==> src/sv/btd_pkg.sv <==
// ----------------------------------------------------------------------------
// btd_pkg
// shared types and constants of the threshold and dilation block
// ----------------------------------------------------------------------------
package btd_pkg;

    localparam int W_W    = 11;     // image width register
    localparam int H_W    = 12;     // image height register
    localparam int LIM_W  = 18;     // squared magnitude limit
    localparam int FS_W   = 23;     // pixels per frame
    localparam int SQ_W   = 16;     // one squared channel
    localparam int CIDX_W = 2;      // configuration index

    localparam int MIN_SIDE   = 5;
    localparam int MAX_HEIGHT = 4095;

    localparam logic [W_W-1:0]   RST_WIDTH  = 11'd640;
    localparam logic [H_W-1:0]   RST_HEIGHT = 12'd480;
    localparam logic [LIM_W-1:0] RST_LIMIT  = 18'd16384;   // 128 squared
    localparam logic [FS_W-1:0]  RST_FSIZE  = 23'd307200;

    localparam int Q_DEPTH = 4;
    localparam int Q_PW    = 2;
    localparam int Q_CW    = 3;

    typedef enum logic [CIDX_W-1:0] {
        CFG_WIDTH  = 2'd0,
        CFG_HEIGHT = 2'd1,
        CFG_DARK   = 2'd2
    } t_cfg_idx;

    typedef struct packed {
        logic [W_W-1:0]  w;
        logic [H_W-1:0]  h;
        logic [FS_W-1:0] fsize;
    } t_geom;

    // one step of the cascade: valid is a real item, have is a pixel present
    typedef struct packed {
        logic valid;
        logic have;
        logic pix;
        logic last;
    } t_tok;

    typedef struct packed {
        logic have;
        logic pix;
    } t_qent;

    typedef struct packed {
        logic empty;
        logic full;
    } t_qstat;

endpackage

==> src/sv/btd_queue.sv <==
// ----------------------------------------------------------------------------
// btd_queue
// short queue between the classifier and the dilation cascade
// ----------------------------------------------------------------------------
module btd_queue (
    input  logic            i_clk,
    input  logic            i_rst_n,
    input  logic            i_push,
    input  btd_pkg::t_qent  i_ent,
    input  logic            i_pop,
    output btd_pkg::t_qent  o_ent,
    output btd_pkg::t_qstat o_stat
);

    btd_pkg::t_qent             r_mem [btd_pkg::Q_DEPTH];
    logic [btd_pkg::Q_PW-1:0]   r_wp;
    logic [btd_pkg::Q_PW-1:0]   r_rp;
    logic [btd_pkg::Q_CW-1:0]   r_cnt;
    logic                       push_ok;
    logic                       pop_ok;

    assign o_stat.empty = (r_cnt == '0);
    assign o_stat.full  = (r_cnt == btd_pkg::Q_CW'(btd_pkg::Q_DEPTH));
    assign push_ok      = i_push && !o_stat.full;
    assign pop_ok       = i_pop && !o_stat.empty;
    assign o_ent        = r_mem[r_rp];

    always_ff @(posedge i_clk) begin
        if (!i_rst_n) begin
            r_wp  <= '0;
            r_rp  <= '0;
            r_cnt <= '0;
        end else begin
            if (push_ok) r_wp <= r_wp + 1'b1;
            if (pop_ok)  r_rp <= r_rp + 1'b1;
            r_cnt <= r_cnt + btd_pkg::Q_CW'(push_ok) - btd_pkg::Q_CW'(pop_ok);
        end
    end

    always_ff @(posedge i_clk) begin
        if (push_ok) r_mem[r_wp] <= i_ent;
    end

endmodule

==> config.mk <==
export PLATFORM = sky130hd
export DESIGN_NAME = btd_queue
export DESIGN_NICKNAME = d
export VERILOG_FILES = /design/src/sv/btd_pkg.sv /design/src/sv/btd_queue.sv
export SDC_FILE = /design/constraint.sdc
export NUM_CORES = 1
export LEC_CHECK = 0
export ABC_AREA = 1
export BUFFER_PORTS_ARGS = -buffer_cell sky130_fd_sc_hd__buf_2
export CAP_MARGIN = 30
export CORE_UTILIZATION = 30
export CTS_CLUSTER_DIAMETER = 120
export DETAILED_ROUTE_END_ITERATION = 12
export PLACE_DENSITY = 0.47
export SLEW_MARGIN = 20
export SYNTH_ARGS = -nofsm -noshare
export SYNTH_HDL_FRONTEND = slang
export SYNTH_SLANG_ARGS = --single-unit
==> constraint.sdc <==
create_clock -name i_clk -period 3.1 [get_ports i_clk]
set_input_delay 0.93 -clock i_clk [delete_from_list [all_inputs] [get_ports i_clk]]
set_output_delay 0.93 -clock i_clk [all_outputs]
set_load 0.05 [all_outputs]
==> results.sh <==
export IMPL_status="finished clean"
export IMPL_ys_types=13
export IMPL_cp_arrival_ns=1.25
export IMPL_ys_warn_count=0
export IMPL_worst_setup_path_start_kind="flip-flop"
export IMPL_setup_viol=0
export IMPL_p_total_mw=0.800
export IMPL_maxSlewViolCount=0
export IMPL_critPathCaptureType="primary output"
export IMPL_io_buffers=9
export IMPL_synth_largest_area_cell="edfxtp_1"
export IMPL_cts_buffers=3
export IMPL_h_tree_depth=1
export IMPL_hold_class="flip-flop to flip-flop"
export IMPL_synth_fp_nets=101
export IMPL_start_util_pct=31.9
export IMPL_drt_total_wl_microns=1180
export IMPL_grt_met1_usage_pct=10.1
export IMPL_setup_worst_path_class="flip-flop to primary output"
export IMPL_ys_seq_elements=17
export IMPL_clockPowerShare_pct=14.3
export IMPL_max_stage_delay_ns=0.39
export IMPL_vdd_drop_max_mv=0.483
export IMPL_worstSkewPairLatency_ns=0.28
export IMPL_crit_required_ns=2.17
export IMPL_place_gp_congestion=0.759
export IMPL_finalCriticalPeriod_ns=2.18
export IMPL_power_density_nw_per_um2=890
export IMPL_grt_pass1_wl_microns=1930
export IMPL_post_cts_buffers=0
export IMPL_tightest_slew_ns=0.247
export IMPL_dpl_cell_area_sq_um=872
export IMPL_syn_to_final_growth_pct=13.8
export IMPL_grt_start_max_net_pins=10
export IMPL_pwr_share_seq_pct=40.2
export IMPL_grt_pass1_vias=495
export IMPL_ys_top_cells_by_area="edfxtp_1 (30%), dfxtp_1 (23%), ha_1 (9.5%), inv_1 (9.0%), nor2_1 (7.1%)"
export IMPL_clockBufferDepth=2
export IMPL_ant_nets=0
export IMPL_grt_antenna_before_repair=0
export IMPL_rsz0062_at_grt="no"
export IMPL_die_h_microns=53.3
export IMPL_cts_resized=0
export IMPL_hold_viol=0
export IMPL_cts_root_buf="clkbuf_4"
export IMPL_whs_ns=0.504
export IMPL_drtIter0Drc=11
export IMPL_internal_power_mw=0.444
export IMPL_power_leakage_nw=0.422
export IMPL_use_met3_pct=2.59
export IMPL_final_area_sq_um=898
export IMPL_drive_gt1_share_pct=14.9
export IMPL_place_hpwl_microns=951
export IMPL_crit_path_top_delay_cell="dfxtp_1"
export IMPL_avgSynthCellArea_sq_um=8.97
export IMPL_crit_chain="inv_1, o21ai_0, o22ai_1, buf_2"
export IMPL_finalCritPeriodShare_pct=70.4
export IMPL_critical_path_max_fanout=5
export IMPL_grt_use_met2_pct=16.7
export IMPL_finClkSkew_ns=0.00108
export IMPL_synthCells=88
export IMPL_combPwrFrac_pct=45.5
export IMPL_vias=559
export IMPL_tns_ns=0
export IMPL_setup_slack_ns=0.919
export IMPL_core_area_sq_um=2480
export IMPL_num_rows=18
export IMPL_vias_per_cell=4.27
export IMPL_nNetsFinal=115
export IMPL_cts_tree="built"
export IMPL_clk_pin_slew_worst_paths_ns=0.09
export IMPL_switching_share_pct=44.5
export IMPL_netSwitchingPower_mw=0.356
export IMPL_rrSetupSlack_ns=1.19
export IMPL_slew_headroom_pct=83.7
export IMPL_fmax_mhz=459
export IMPL_drc_errors=0
export IMPL_pre_cts_slack_ns=0.723
export IMPL_netlist_area_leader_share_pct=30.4
export IMPL_diodes=0
export IMPL_cts_sinks=17
export IMPL_cap_violations=0
export IMPL_die_x_microns=53.3
export IMPL_grt_overflow=0
export IMPL_top_usage_layer="met2"
export IMPL_routedWlPerCell_microns=9.02
export IMPL_syn_area_sq_um=790
export IMPL_first_pass_iters=4
export IMPL_die_area_sq_um=2840
export IMPL_yosysSeqAreaShare_pct=53.2
export IMPL_grt_util_all_layers_pct=9.70
export IMPL_ctsHoldBuffers=0
export IMPL_ios=10
worst max-delay path: cells and delay by family, from the launching register on:
| kind | cells | cell delay [ns] |
|---|---|---|
| AO/OA/AOI/OAI | 2 | 0.27 |
| flip-flops | 1 | 0.39 |
| buffers and inverters | 2 | 0.31 |
cells in the final DEF (no fill, tap or decap), drive strengths merged:
cell type and n:
a21oi 5, fa 1, buf 9, o22ai 2, clkbuf 4, dfxtp 9, edfxtp 8, nand3 4
nand2 14, ha 6, o21ai 4, nor2 16, inv 19
logic make-up after synthesis:
group | share of synthesized area, %
simple gates | 18.4
fa+ha+maj | 12.0
buf+inv | 9.03
flops | 53.2
compound gates | 7.29
worst paths after layout:
kind	startpoint	to	cells after the start
max	flip-flop	o_ent[1]	4
max reg2reg	r_cnt[1]$_SDFF_PN0_	r_cnt[2]$_SDFF_PN0_	9
min reg2reg	r_rp[0]$_SDFFE_PN0P_	flip-flop	2
min	r_rp[0]$_SDFFE_PN0P_	flip-flop	2
per-layer routing:
| layer | vias up | wire, microns | share of wire (%) |
|---|---|---|---|
| met5 | - | 0 | 0 |
| met2 | 6 | 575 | 49 |
| met3 | 2 | 34 | 2.9 |
| met1 | 251 | 558 | 47 |
| li1 | 300 | - | - |
| met4 | 0 | 13 | 1.1 |
through the flow:
step                      utilization, %  std cells
final                               36.3        131
after CTS                           36.3        131
after global placement              35.2        127
after detailed placement            35.2        127
after global routing                36.3        131
after floorplan                        -         88
synth_stat cells (all sizes together):
| library cell | number |
|---|---|
| ha | 6 |
| nor2 | 16 |
| fa | 1 |
| o21ai | 4 |
| nand3 | 4 |
| o22ai | 2 |
| inv | 19 |
| edfxtp | 8 |
| a21oi | 5 |
| nand2 | 14 |
| dfxtp | 9 |
area by class of cell:
type                    count  area [sq um]
multi-input cells          52           298
clock buffers               4          26.3
flip-flops and latches     17           420
repair buffers              9          45.0
inverters                  19          71.3
well taps                  30          37.5
fillers                   270          1580
power by group through the flow:
stage / clock network, mW / registers [mW] / logic, mW
after floorplan: 0 / 0.318 / 0.296
after global placement: 0 / 0.326 / 0.361
after detailed placement: 0 / 0.327 / 0.365
after CTS: 0.121 / 0.321 / 0.369
after global routing: 0.131 / 0.326 / 0.411
final: 0.115 / 0.321 / 0.363
Power figures use the tool's default switching activity.
