<file path="src/sv/btd_pkg.sv">
// ----------------------------------------------------------------------------
// btd_pkg
// shared types and constants of the threshold and dilation block
// ----------------------------------------------------------------------------
package btd_pkg;

    localparam int W_W    = 11;     // image width register
    localparam int H_W    = 12;     // image height register
    localparam int LIM_W  = 18;     // squared magnitude limit
    localparam int FS_W   = 23;     // pixels per frame
    localparam int SQ_W   = 16;     // one squared channel
    localparam int CIDX_W = 2;      // configuration index

    localparam int MIN_SIDE   = 5;
    localparam int MAX_HEIGHT = 4095;

    localparam logic [W_W-1:0]   RST_WIDTH  = 11'd640;
    localparam logic [H_W-1:0]   RST_HEIGHT = 12'd480;
    localparam logic [LIM_W-1:0] RST_LIMIT  = 18'd16384;   // 128 squared
    localparam logic [FS_W-1:0]  RST_FSIZE  = 23'd307200;

    localparam int Q_DEPTH = 4;
    localparam int Q_PW    = 2;
    localparam int Q_CW    = 3;

    typedef enum logic [CIDX_W-1:0] {
        CFG_WIDTH  = 2'd0,
        CFG_HEIGHT = 2'd1,
        CFG_DARK   = 2'd2
    } t_cfg_idx;

    typedef struct packed {
        logic [W_W-1:0]  w;
        logic [H_W-1:0]  h;
        logic [FS_W-1:0] fsize;
    } t_geom;

    // one step of the cascade: valid is a real item, have is a pixel present
    typedef struct packed {
        logic valid;
        logic have;
        logic pix;
        logic last;
    } t_tok;

    typedef struct packed {
        logic have;
        logic pix;
    } t_qent;

    typedef struct packed {
        logic empty;
        logic full;
    } t_qstat;

endpackage

</file>
<file path="src/sv/btd_in_if.sv">
// ----------------------------------------------------------------------------
// btd_in_if
// pixel channel: valid, ready and one rgb pixel or flush
// ----------------------------------------------------------------------------
interface btd_in_if;
    logic       valid;
    logic       ready;
    logic       kind;
    logic [7:0] blue;
    logic [7:0] green;
    logic [7:0] red;

    modport source (output valid, kind, blue, green, red, input ready);
    modport sink   (input valid, kind, blue, green, red, output ready);
endinterface

</file>
<file path="src/sv/btd_front.sv">
// ----------------------------------------------------------------------------
// btd_front
// accepts pixels, squares the channels and classifies black or white
// ----------------------------------------------------------------------------
module btd_front (
    input  logic                          i_clk,
    input  logic                          i_rst_n,
    btd_in_if.sink                        i_in,
    input  logic [btd_pkg::LIM_W-1:0]     i_limit,
    input  btd_pkg::t_qstat               i_qstat,
    output logic                          o_push,
    output btd_pkg::t_qent                o_ent
);

    logic                       r_av;
    logic                       r_have;
    logic [btd_pkg::SQ_W-1:0]   r_sq_b;
    logic [btd_pkg::SQ_W-1:0]   r_sq_g;
    logic [btd_pkg::SQ_W-1:0]   r_sq_r;
    logic [btd_pkg::LIM_W-1:0]  sum;
    logic                       take;

    assign o_push     = r_av && !i_qstat.full;
    assign i_in.ready = !r_av || !i_qstat.full;
    assign take       = i_in.valid && i_in.ready;

    assign sum = btd_pkg::LIM_W'(r_sq_b) + btd_pkg::LIM_W'(r_sq_g)
               + btd_pkg::LIM_W'(r_sq_r);

    // white unless below the limit
    assign o_ent.have = r_have;
    assign o_ent.pix  = (sum >= i_limit);

    always_ff @(posedge i_clk) begin
        if (!i_rst_n) begin
            r_av <= 1'b0;
        end else if (take) begin
            r_av <= 1'b1;
        end else if (o_push) begin
            r_av <= 1'b0;
        end
    end

    always_ff @(posedge i_clk) begin
        if (take) begin
            r_have <= !i_in.kind;
            r_sq_b <= btd_pkg::SQ_W'(i_in.blue) * btd_pkg::SQ_W'(i_in.blue);
            r_sq_g <= btd_pkg::SQ_W'(i_in.green) * btd_pkg::SQ_W'(i_in.green);
            r_sq_r <= btd_pkg::SQ_W'(i_in.red) * btd_pkg::SQ_W'(i_in.red);
        end
    end

endmodule

</file>
<file path="src/flat_wrapper.sv">
// flat-port wrapper written by rule: the top's interface ports become plain ports
module btd_front_flat 
  (i_clk, i_rst_n, i_limit, i_qstat, o_push, o_ent, i_in_valid, i_in_kind, i_in_blue, i_in_green, i_in_red, i_in_ready);
  btd_in_if i_in_i ();
  input  logic i_clk;
  input  logic i_rst_n;
  input  logic [btd_pkg::LIM_W-1:0] i_limit;
  input  btd_pkg::t_qstat i_qstat;
  output logic o_push;
  output btd_pkg::t_qent o_ent;
  input wire logic [$bits(i_in_i.valid)-1:0] i_in_valid;
  input wire logic [$bits(i_in_i.kind)-1:0] i_in_kind;
  input wire logic [$bits(i_in_i.blue)-1:0] i_in_blue;
  input wire logic [$bits(i_in_i.green)-1:0] i_in_green;
  input wire logic [$bits(i_in_i.red)-1:0] i_in_red;
  output wire logic [$bits(i_in_i.ready)-1:0] i_in_ready;
  assign i_in_i.valid = i_in_valid;
  assign i_in_i.kind = i_in_kind;
  assign i_in_i.blue = i_in_blue;
  assign i_in_i.green = i_in_green;
  assign i_in_i.red = i_in_red;
  assign i_in_ready = i_in_i.ready;
  btd_front u_core (.i_clk(i_clk), .i_rst_n(i_rst_n), .i_in(i_in_i), .i_limit(i_limit), .i_qstat(i_qstat), .o_push(o_push), .o_ent(o_ent));
endmodule
</file>
<file path="config.mk">
export PLATFORM = sky130hd
export DESIGN_NAME = btd_front_flat
export DESIGN_NICKNAME = d
export VERILOG_FILES = /design/src/sv/btd_pkg.sv /design/src/sv/btd_in_if.sv /design/src/sv/btd_front.sv /design/src/flat_wrapper.sv
export SDC_FILE = /design/constraint.sdc
export NUM_CORES = 1
export LEC_CHECK = 0
export ABC_AREA = 1
export BUFFER_PORTS_ARGS = -buffer_cell sky130_fd_sc_hd__buf_4
export CAP_MARGIN = 15
export CORE_AREA = 3 3 177 179
export CTS_CLUSTER_SIZE = 16
export DETAILED_ROUTE_END_ITERATION = 8
export DIE_AREA = 0 0 180 182
export PLACE_DENSITY = 0.56
export SLEW_MARGIN = 15
export SYNTH_ARGS = -nofsm -noshare
export SYNTH_HDL_FRONTEND = slang
export SYNTH_SLANG_ARGS = --single-unit
</file>
<file path="constraint.sdc">
create_clock -name i_clk -period 11.4 [get_ports i_clk]
set_input_delay 3.42 -clock i_clk [delete_from_list [all_inputs] [get_ports i_clk]]
set_output_delay 3.42 -clock i_clk [all_outputs]
set_load 0.05 [all_outputs]
</file>
==> load_flow_metrics.sql, run 1 <==
INSERT INTO impl_metrics (metric_group, metric, value, unit) VALUES
('run_status', 'outcome', 'finished clean', ''),
('synth', 'sequential_cell_area_fraction_in_the_yosys_report', '15.7', '%'),
('synth', 'post_synth_instance_area', '8920', 'µm²'),
('grt', 'largest_net_degree_at_the_start_of_global_routing', '47', ''),
('worst_setup_path', 'critical_path.endpoint_type', 'primary output', ''),
('placed_design', 'detailedPlacementHpwl', '15900', 'µm'),
('floorplan', 'coreArea', '29700', 'µm²'),
('timing', 'timing.fmax', '125', 'MHz'),
('timing', 'max_slew_margin', '61.4', '%'),
('power_and_ir_drop', 'power.leakage', '5.82', 'nW'),
('run', 'cap_violations', '0', ''),
('route', 'via_count', '7237', ''),
('min_path', 'hp-class', 'reg2reg', ''),
('synth', 'synthCells', '1230', ''),
('timing', 'clock_skew', '0.00688', 'ns'),
('timing', 'layout_min_cycle_time', '8.02', 'ns'),
('synth', 'synth_enable_flop_cells', '46', ''),
('grt', 'globalRoute.totalOverflow', '0', ''),
('timing', 'worst_slew_pin_slew', '0.580', 'ns'),
('worst_setup_path', 'path_max_fanout', '3', ''),
('worst_setup_path', 'rr_startpoint', 'u_core.r_av', ''),
('worst_setup_path', 'critPathLaunchType', 'input pin', ''),
('route', 'drtPass1Iterations', '5', ''),
('worst_setup_path', 'worst-setup-path-type', 'in2out', ''),
('synth', 'synth.top_cells.by_area', 'ha_1 (20%), fa_1 (17%), edfxtp_1 (15%)', ''),
('floorplan', 'die_h', '182', 'µm'),
('timing', 'rsz_0062_raised_after_global_routing', 'false', ''),
('timing', 'fin_crit_sh', '70.3', '%'),
('placed_design', 'routabilityCongestion', '0.840', ''),
('grt', 'grt_pass1_wl', '32400', 'µm'),
('cts', 'tritoncts_num_sinks', '47', ''),
('timing', 'finalSetupTns', '0', 'ns'),
('cts', 'cts.repair.resized', '0', ''),
('timing', 'setup_viol', '0', ''),
('synth', 'ys_ff_latch', '47', ''),
('route', 'postRouteWirelength', '18000', 'µm'),
('synth', 'syn-mean-instance-area', '7.25', 'µm²'),
('cts', 'cts_buffers', '5', ''),
('route', 'wl_per_cell', '10.9', 'µm'),
('grt', 'grt_antenna_before_repair', '0', ''),
('power_and_ir_drop', 'largest_vdd_supply_drop', '0.000158', 'V'),
('route', 'post_drt_via_cell_ratio', '4.37', ''),
('synth', 'postSynth.topFlopCell', 'edfxtp_1', ''),
('finish', 'drive_gt1_share', '5.61', '%'),
('grt', 'track_usage', '11.5', '%'),
('floorplan', 'rows', '63', ''),
('cts', 'cts-hold-fix-buffers', '0', ''),
('finish', 'flip_flop_and_latch_area', '1400', 'µm²'),
('timing', 'final_hold_viol_count', '0', ''),
('synth', 'post_synth_num_cell_types', '27', ''),
('grt', 'first_global_vias', '7271', ''),
('route', 'route.detailed.drc', '0', ''),
('cts', 'clock_h_tree_levels', '2', ''),
('cts', 'cts_root_buffer', 'clkbuf_16', ''),
('cts', 'clkTransAtPathRegs', '0.07', 'ns'),
('worst_setup_path', 'worstPathRequired', '7.98', 'ns'),
('worst_setup_path', 'critical_path.reg2reg.endpoint', 'u_core.r_sq_r[10]', ''),
('finish', 'final.fill_count', '3182', ''),
('synth', 'yosys.cell_count.top_type', 'nand2_1', ''),
('floorplan', 'design.die.area', '32800', 'µm²'),
('finish', 'multi_input_comb_area', '6380', 'µm²'),
('synth', 'synthesis.yosys.warnings', '0', ''),
('cts', 'post-cts-setup-buffers', '0', ''),
('worst_setup_path', 'cp.arrival', '4.60', 'ns'),
('cts', 'tritoncts', 'built', ''),
('synth', 'asyncSetResetFlopFracSynth', '0', '%'),
('worst_setup_path', 'setup.worst_path.end', 'o_ent[0]', ''),
('synth', 'cell_taking_the_most_area_after_synthesis', 'ha_1', ''),
('synth', 'synth.top_cells.by_count', 'nand2_1 (332), inv_1 (281), ha_1 (142)', ''),
('floorplan', 'chipWidth', '180', 'µm'),
('power_and_ir_drop', 'pwr_density_cell', '271', 'nW/µm²');
-- placed cells by master (no fill, tap or decap), drive strengths merged, types with 3 or more instances in the layout --
cell type  instances
nand2            338
inv              282
ha               142
nor2              88
fa                76
a21oi             59
nand3             56
buf               51
edfxtp            46
xor2              39
o21ai             24
xnor2             17
nand4             17
o21bai             5
clkbuf             5
and2               4
nor3               4
a21o               3
-- layer usage --
layer  vias to the layer above  share of wire (%)  wire length (µm)  GRT usage (%)
li1                       3842                  -                 -              -
met1                      3295                 49              8840           15.7
met2                        88                 47              8500           20.4
met3                        12                2.9               521           1.40
met4                         0               0.68               123           1.21
met5                         -                  0                 0              0
-- metrics by stage --
step | hold WS (ns) | instance area [µm²] | std cells | utilization [%] | setup WS [ns]
after floorplan | 0.846 | 8930 | 1231 | - | 3.40
after global placement | 0.533 | 9710 | 1647 | 32.7 | 3.41
after detailed placement | 0.542 | 9710 | 1647 | 32.7 | 3.36
after CTS | 0.554 | 9900 | 1655 | 33.3 | 3.36
after global routing | 0.578 | 9900 | 1655 | 33.3 | 3.21
final | 0.550 | 9900 | 1655 | 33.3 | 3.38
-- state kept, by name (all words and copies together), names as in the netlist --
signal	cells
u_core.r_sq_b	15
u_core.r_sq_g	15
u_core.r_sq_r	15
u_core.r_av	1
u_core.r_have	1
-- area by class of cell --
cell class,count,area share [%]
Clock buffer,5,1.26
Clock inverter,3,0.720
Inverter,281,10.6
Multi-Input combinational cell,878,64.4
Sequential cell,47,14.1
Tap cell,390,4.93
Timing Repair Buffer,51,3.87
-- critical path: stages --
cell and delay, ns:
buf_4 0.08, inv_1 0.03, ha_1 0.28, nand2_1 0.09
nor2_1 0.14, and2_1 0.16, nand3_1 0.08, nand4_1 0.11
buf_4 0.20
-- cell families (layout without fill, tap and decap cells) --
kind of cell | count (synthesis) | in the layout | share of synthesized area [%]
AOI/OAI and AO/OA | 93 | 93 | 5.50
muxes | 2 | 2 | 0.252
xor gates and xnor gates | 56 | 56 | 5.50
other | 1 | 2 | 0.0420
DFF | 47 | 47 | 15.7
buffers and inverters | 306 | 340 | 13.0
adders and majority gates | 218 | 218 | 37.0
and+or+nand+nor | 507 | 507 | 23.1
-- power by group --
part	leakage, nW	internal, W	total (W)	switching, W
registers	0.458	0.000287	0.000312	0.0000258
clock network	0.0959	0.000127	0.000190	0.0000632
logic	5.26	0.000838	0.00219	0.00135
-- how the worst min path moves through the flow --
stage,from,to,slack [ns],cells after the start
after floorplan,u_core.r_av,u_core.r_av,0.85,2
after global placement,u_core.r_av,u_core.r_av,0.53,2
after detailed placement,u_core.r_av,u_core.r_av,0.54,2
after CTS,u_core.r_av,u_core.r_av,0.55,2
after global routing,u_core.r_av,u_core.r_av,0.58,2
final,u_core.r_av,u_core.r_av,0.55,2
Power figures use the tool's default switching activity.
==> run 2, diff against run 1 <==
Clock period 11.4 ns to 8.35 ns, I/O delays scaled along.
==> run 2 against run 1 <==
  * Final cell count stayed put
  * Clock power is 3% higher
  * Setup slack worse by 1.4 ns
  * Sequential share of layout area is 0.075 points higher
  * Register-to-register slack worse by 3.1 ns
  * Power is 34% higher
  * Die area stayed put
  * Sequential power is 36% higher
  * Hold slack better by 0.0013 ns
  * Routed wire length is 0.90% lower
  * Largest cell class unchanged
  * Largest power group unchanged
  * Highest routed layer unchanged
==> load_flow_metrics.sql, run 2 (synthesized netlist as in run 1, its figures left out) <==
INSERT INTO impl_metrics (metric_group, metric, value, unit) VALUES
('run_status', 'outcome', 'finished clean', ''),
('timing', 'fin_crit_sh', '76.4', '%'),
('power_and_ir_drop', 'power.leakage', '5.80', 'nW'),
('worst_setup_path', 'cp.arrival', '3.88', 'ns'),
('run', 'cap_violations', '0', ''),
('finish', 'post-route-util', '33.2', '%'),
('route', 'wl_per_cell', '10.8', 'µm'),
('floorplan', 'initial_core_util', '30.0', '%'),
('cts', 'post-cts-setup-buffers', '0', ''),
('grt', 'largest_net_degree_at_the_start_of_global_routing', '47', ''),
('finish', 'final_cell_mix', 'nand2_1 (332), inv_1 (281), ha_1 (142), nor2_1 (88), fa_1 (76)', ''),
('floorplan', 'chipWidth', '180', 'µm'),
('floorplan', 'die_h', '182', 'µm'),
('worst_setup_path', 'path_max_fanout', '4', ''),
('grt', 'track_usage', '11.3', '%'),
('power_and_ir_drop', 'largest_vdd_supply_drop', '0.000205', 'V'),
('worst_setup_path', 'r2r_setup_slack', '7.00', 'ns'),
('timing', 'setup_viol', '0', ''),
('floorplan', 'coreArea', '29700', 'µm²'),
('power_and_ir_drop', 'combPwrFrac', '82.8', '%'),
('finish', 'num-nets-final', '1530', ''),
('grt', 'globalRoute.totalOverflow', '0', ''),
('floorplan', 'rows', '63', ''),
('power_and_ir_drop', 'finalPower', '0.00360', 'W'),
('timing', 'whs', '0.552', 'ns'),
('cts', 'clkTransAtPathRegs', '0.07', 'ns'),
('timing', 'max_slew_margin', '60.4', '%'),
('timing', 'clock_skew', '0.00602', 'ns'),
('finish', 'final.fill_count', '3197', ''),
('placed_design', 'routabilityCongestion', '0.836', ''),
('cts', 'cts.repair.resized', '0', ''),
('floorplan', 'design.die.area', '32800', 'µm²'),
('grt', 'grt_pass1_wl', '31900', 'µm'),
('cts', 'cts_buffers', '5', ''),
('finish', 'area_delta_synth_final', '10.4', '%'),
('cts', 'clock_insertion_delay_worst_skew', '0.29', 'ns'),
('timing', 'rsz_0062_raised_after_global_routing', 'false', ''),
('cts', 'tritoncts_num_sinks', '47', ''),
('worst_setup_path', 'worstPathRequired', '5.85', 'ns'),
('power_and_ir_drop', 'pwr_density_cell', '366', 'nW/µm²'),
('route', 'postRouteWirelength', '17800', 'µm'),
('cts', 'tritoncts', 'built', ''),
('timing', 'worst_slew_pin_slew', '0.593', 'ns'),
('worst_setup_path', 'critical_path.endpoint_type', 'primary output', ''),
('route', 'drt_iter0_markers', '316', ''),
('worst_setup_path', 'critPathLaunchType', 'flip-flop', ''),
('power_and_ir_drop', 'sw_frac_of_total', '54.3', '%'),
('route', 'route.antenna.remaining_nets', '0', ''),
('worst_setup_path', 'worst-setup-path-type', 'reg2out', ''),
('route', 'via_count', '7224', ''),
('power_and_ir_drop', 'seqPwrFrac', '11.8', '%'),
('floorplan', 'top_level_i_o_count', '52', ''),
('cts', 'cts_max_path_buffers', '2', ''),
('timing', 'finalSetupTns', '0', 'ns'),
('timing', 'layout_min_cycle_time', '6.38', 'ns'),
('grt', 'first_global_vias', '7090', ''),
('timing', 'timing.fmax', '157', 'MHz'),
('route', 'post_drt_via_cell_ratio', '4.36', ''),
('power_and_ir_drop', 'power.internal', '0.00164', 'W'),
('placed_design', 'placement.io_buffers', '50', ''),
('cts', 'clock_h_tree_levels', '2', ''),
('finish', 'drive_gt1_share', '5.61', '%'),
('route', 'route.detailed.drc', '0', ''),
('min_path', 'hp-class', 'reg2reg', ''),
('timing', 'final_hold_viol_count', '0', ''),
('timing', 'slew_viol_final', '0', ''),
('finish', 'n_antenna_cell', '0', ''),
('power_and_ir_drop', 'pwr-share-clk', '5.4', '%'),
('grt', 'grt_antenna_before_repair', '0', ''),
('cts', 'cts-hold-fix-buffers', '0', ''),
('placed_design', 'detailedPlacementHpwl', '15700', 'µm'),
('finish', 'largest_registers', 'u_core.r_sq_b (15), u_core.r_sq_g (15), u_core.r_sq_r (15)', ''),
('finish', 'layout_commonest_cell', 'nand2_1', ''),
('route', 'drtPass1Iterations', '5', ''),
('power_and_ir_drop', 'total_switching_power', '0.00196', 'W'),
('cts', 'cts_root_buffer', 'clkbuf_16', '');
run 2: cell types whose count changed in the layout (fill, tap and decap cells not counted), sizes merged:
cell    delta
bufinv     -2
clkinv     +2
run 2: final cells by class:
cell class / instances / area [µm²] / share of cell area [%]
Multi-Input combinational cell: 878 / 6380 / 64.8
Tap cell: 390 / 488 / 4.95
Clock buffer: 5 / 125 / 1.27
Inverter: 281 / 1050 / 10.7
Clock inverter: 3 / 18.8 / 0.191
Sequential cell: 47 / 1400 / 14.2
Timing Repair Buffer: 51 / 383 / 3.89
run 2: routing by layer:
layer,wire [µm],part of all wire [%],up-vias,GRT usage [%]
met5,0,0,-,0
met4,63,0.35,0,0.928
met3,462,2.6,8,1.58
met2,8460,47,76,20.2
met1,8830,50,3299,15.2
li1,-,-,3841,-
run 2: critical path, cell delays in order, from the launching register on:
cell and delay (ns):
edfxtp_1 0.40, ha_1 0.35, a21oi_1 0.25, o21ai_0 0.14, a21oi_1 0.16, xnor2_1 0.18
ha_1 0.32, a21oi_1 0.20, nor2_1 0.06, nor2_1 0.17, nand3_2 0.11, nand3_1 0.09
nand2_1 0.07, ha_1 0.30, nand2_1 0.10, nor2_1 0.15, and2_1 0.17, nand3_1 0.08
nand4_1 0.11, buf_4 0.20
run 2: worst paths after layout:
check                         from                 to  cells after the start
setup / recovery  u_core.r_sq_b[7]           o_ent[0]                     19
hold / removal         u_core.r_av        u_core.r_av                      2
setup reg to reg       u_core.r_av  u_core.r_sq_r[10]                      2
hold reg to reg        u_core.r_av        u_core.r_av                      2
run 2: power by group through the flow:
stage                     combinational, W  sequential (W)  clock (W)
after floorplan                    0.00240        0.000413          0
after global placement             0.00298        0.000431          0
after detailed placement           0.00300        0.000431          0
after CTS                          0.00302        0.000427   0.000202
after global routing               0.00350        0.000432   0.000212
final                              0.00298        0.000425   0.000195
run 2: stage by stage:
step                      instances  setup WS, ns  cell area (µm²)
after global placement         1647          2.13             9710
after floorplan                1231          2.18             8930
after detailed placement       1647          2.10             9710
after CTS                      1655          1.94             9850
after global routing           1655          1.59             9850
final                          1655          1.97             9850
==> run 3, diff against run 2 <==
Clock period 8.35 ns to 6.6 ns, I/O delays scaled along.
==> run 3 against run 2 <==
  * Final area stayed put
  * Sequential cell count unchanged
  * Core utilization unchanged
  * Via count is 0.68% higher
  * Routed wire length hardly changed
  * Clock-buffer cell count unchanged
  * Critical path depth did not move
  * Combinational power grew 27%
  * Global-route usage about the same
  * First-iteration DRC count grew 11%
  * Critical endpoint unchanged
  * Largest cell class unchanged
  * Highest routed layer unchanged
==> load_flow_metrics.sql, run 3 (synthesized netlist as in run 1, its figures left out) <==
INSERT INTO impl_metrics (metric_group, metric, value, unit) VALUES
('timing', 'max_slew_margin', '61.0', '%'),
('min_path', 'worst_hold_path.endpoint', 'u_core.r_av', ''),
('route', 'postRouteWirelength', '17800', 'µm'),
('timing', 'fin_crit_sh', '88.9', '%'),
('timing', 'slew_viol_final', '0', ''),
('power_and_ir_drop', 'largest_vdd_supply_drop', '0.000266', 'V'),
('cts', 'post-cts-setup-buffers', '0', ''),
('floorplan', 'chipWidth', '180', 'µm'),
('route', 'drt_iter0_markers', '352', ''),
('route', 'via_count', '7273', ''),
('worst_setup_path', 'r2r_setup_slack', '5.26', 'ns'),
('grt', 'first_global_vias', '7097', ''),
('timing', 'finalSetupTns', '0', 'ns'),
('finish', 'largest_registers', 'u_core.r_sq_b (15), u_core.r_sq_g (15), u_core.r_sq_r (15)', ''),
('floorplan', 'design.die.area', '32800', 'µm²'),
('power_and_ir_drop', 'pwr_density_cell', '462', 'nW/µm²'),
('worst_setup_path', 'critical_path.endpoint_type', 'primary output', ''),
('placed_design', 'routabilityCongestion', '0.837', ''),
('cts', 'clock_h_tree_levels', '2', ''),
('grt', 'track_usage', '11.3', '%'),
('finish', 'n_antenna_cell', '0', ''),
('finish', 'num-nets-final', '1530', ''),
('worst_setup_path', 'reg2reg_depth', '2', ''),
('finish', 'layout_commonest_cell', 'nand2_1', ''),
('cts', 'cts_buffers', '5', ''),
('finish', 'final_cell_mix', 'nand2_1 (332), inv_1 (281), ha_1 (142), nor2_1 (88), fa_1 (76)', ''),
('worst_setup_path', 'worstPathRequired', '4.62', 'ns'),
('cts', 'cts_root_buffer', 'clkbuf_16', ''),
('grt', 'grt_pass1_wl', '32000', 'µm'),
('worst_setup_path', 'critical_path.reg2reg.endpoint', 'u_core.r_sq_r[10]', ''),
('worst_setup_path', 'cp.arrival', '3.89', 'ns'),
('min_path', 'worstHoldStart', 'u_core.r_av', ''),
('route', 'met3_wl_post_dr', '493', 'µm'),
('route', 'post_drt_via_cell_ratio', '4.39', ''),
('finish', 'drive_gt1_share', '5.61', '%'),
('placed_design', 'placement.io_buffers', '50', ''),
('floorplan', 'rows', '63', ''),
('timing', 'final_hold_viol_count', '0', ''),
('floorplan', 'initial_core_util', '30.0', '%'),
('cts', 'cts_max_path_buffers', '2', ''),
('worst_setup_path', 'critPathLaunchType', 'flip-flop', ''),
('route', 'route.antenna.remaining_nets', '0', ''),
('run_status', 'outcome', 'finished clean', ''),
('power_and_ir_drop', 'power.leakage', '5.80', 'nW'),
('cts', 'tritoncts', 'built', ''),
('cts', 'cts-hold-fix-buffers', '0', ''),
('min_path', 'hp-class', 'reg2reg', ''),
('grt', 'grt_antenna_before_repair', '0', ''),
('min_path', 'number_of_stages_on_the_worst_hold_path', '2', ''),
('timing', 'timing.fmax', '170', 'MHz'),
('timing', 'worst_slew_pin_slew', '0.585', 'ns'),
('worst_setup_path', 'worst-setup-path-type', 'reg2out', ''),
('grt', 'globalRoute.totalOverflow', '0', ''),
('route', 'wl_met2', '8420', 'µm'),
('route', 'route.detailed.drc', '0', ''),
('timing', 'layout_min_cycle_time', '5.87', 'ns'),
('cts', 'clock_insertion_delay_worst_skew', '0.29', 'ns'),
('route', 'wl_per_cell', '10.8', 'µm'),
('worst_setup_path', 'path_max_fanout', '4', ''),
('route', 'wl_met1', '8850', 'µm'),
('run', 'cap_violations', '0', ''),
('floorplan', 'coreArea', '29700', 'µm²'),
('floorplan', 'die_h', '182', 'µm'),
('timing', 'whs', '0.542', 'ns'),
('route', 'top_layer', 'met4', ''),
('cts', 'cts.repair.resized', '0', ''),
('cts', 'tritoncts_num_sinks', '47', ''),
('finish', 'area_delta_synth_final', '10.4', '%'),
('grt', 'largest_net_degree_at_the_start_of_global_routing', '47', ''),
('timing', 'setup_viol', '0', ''),
('timing', 'clock_skew', '0.00432', 'ns'),
('placed_design', 'detailedPlacementHpwl', '15600', 'µm'),
('cts', 'clkTransAtPathRegs', '0.06', 'ns'),
('floorplan', 'top_level_i_o_count', '52', ''),
('timing', 'rsz_0062_raised_after_global_routing', 'false', ''),
('route', 'drtPass1Iterations', '4', ''),
('power_and_ir_drop', 'finalPower', '0.00455', 'W'),
('worst_setup_path', 'rr_startpoint', 'u_core.r_av', '');
run 3: per-stage QoR:
stage               std cells  cell area [µm²]  util, %  setup slack [ns]
CTS                      1655             9850     33.2             0.726
finish                   1655             9850     33.2             0.732
floorplan                1231             8930        -              1.07
global placement         1647             9710     32.7             0.907
global route             1655             9850     33.2             0.294
detailed placement       1647             9710     32.7             0.869
run 3: worst max-delay path, stage by stage (launching register included):
cell and delay, ns:
edfxtp_1 0.40, ha_1 0.36, a21oi_1 0.25, o21ai_0 0.14, a21oi_1 0.16, xnor2_1 0.18, ha_1 0.31, a21oi_1 0.21
nor2_1 0.06, nor2_1 0.17, nand3_2 0.11, nand3_1 0.09, nand2_1 0.07, ha_1 0.30, nand2_1 0.09, nor2_1 0.14
and2_1 0.17, nand3_1 0.08, nand4_1 0.11, buf_4 0.20
run 3: where the power goes:
group / internal (W) / switching (W)
clock: 0.000140 / 0.000108
combinational: 0.00145 / 0.00232
sequential: 0.000495 / 0.0000419
total: 0.00208 / 0.00247
run 3: cell type report:
type / instances / area (µm²)
fillers: 3172 / 19900
clock buffers: 5 / 125
flip-flops and latches: 47 / 1400
well taps: 390 / 488
inverters: 281 / 1050
clock inverters: 3 / 18.8
multi-input cells: 878 / 6380
repair buffers: 51 / 383
run 3: metal layers:
layer	vias up	track usage (%)
met3	5	1.54
met1	3334	15.6
met5	-	0
met4	0	0.928
met2	88	19.8
li1	3846	-
run 3: how the worst max path moves through the flow:
stage | end | slack, ns | from | depth (start not counted)
final | o_ent[0] | 0.73 | u_core.r_sq_b[7] | 19
after global routing | o_ent[0] | 0.29 | u_core.r_sq_g[3] | 25
after CTS | o_ent[0] | 0.73 | u_core.r_sq_b[7] | 19
after detailed placement | u_core.r_sq_r[15] | 0.87 | i_in_red[2] | 14
after global placement | u_core.r_sq_r[15] | 0.91 | i_in_red[2] | 14
after floorplan | u_core.r_sq_r[15] | 1.07 | i_in_red[6] | 14
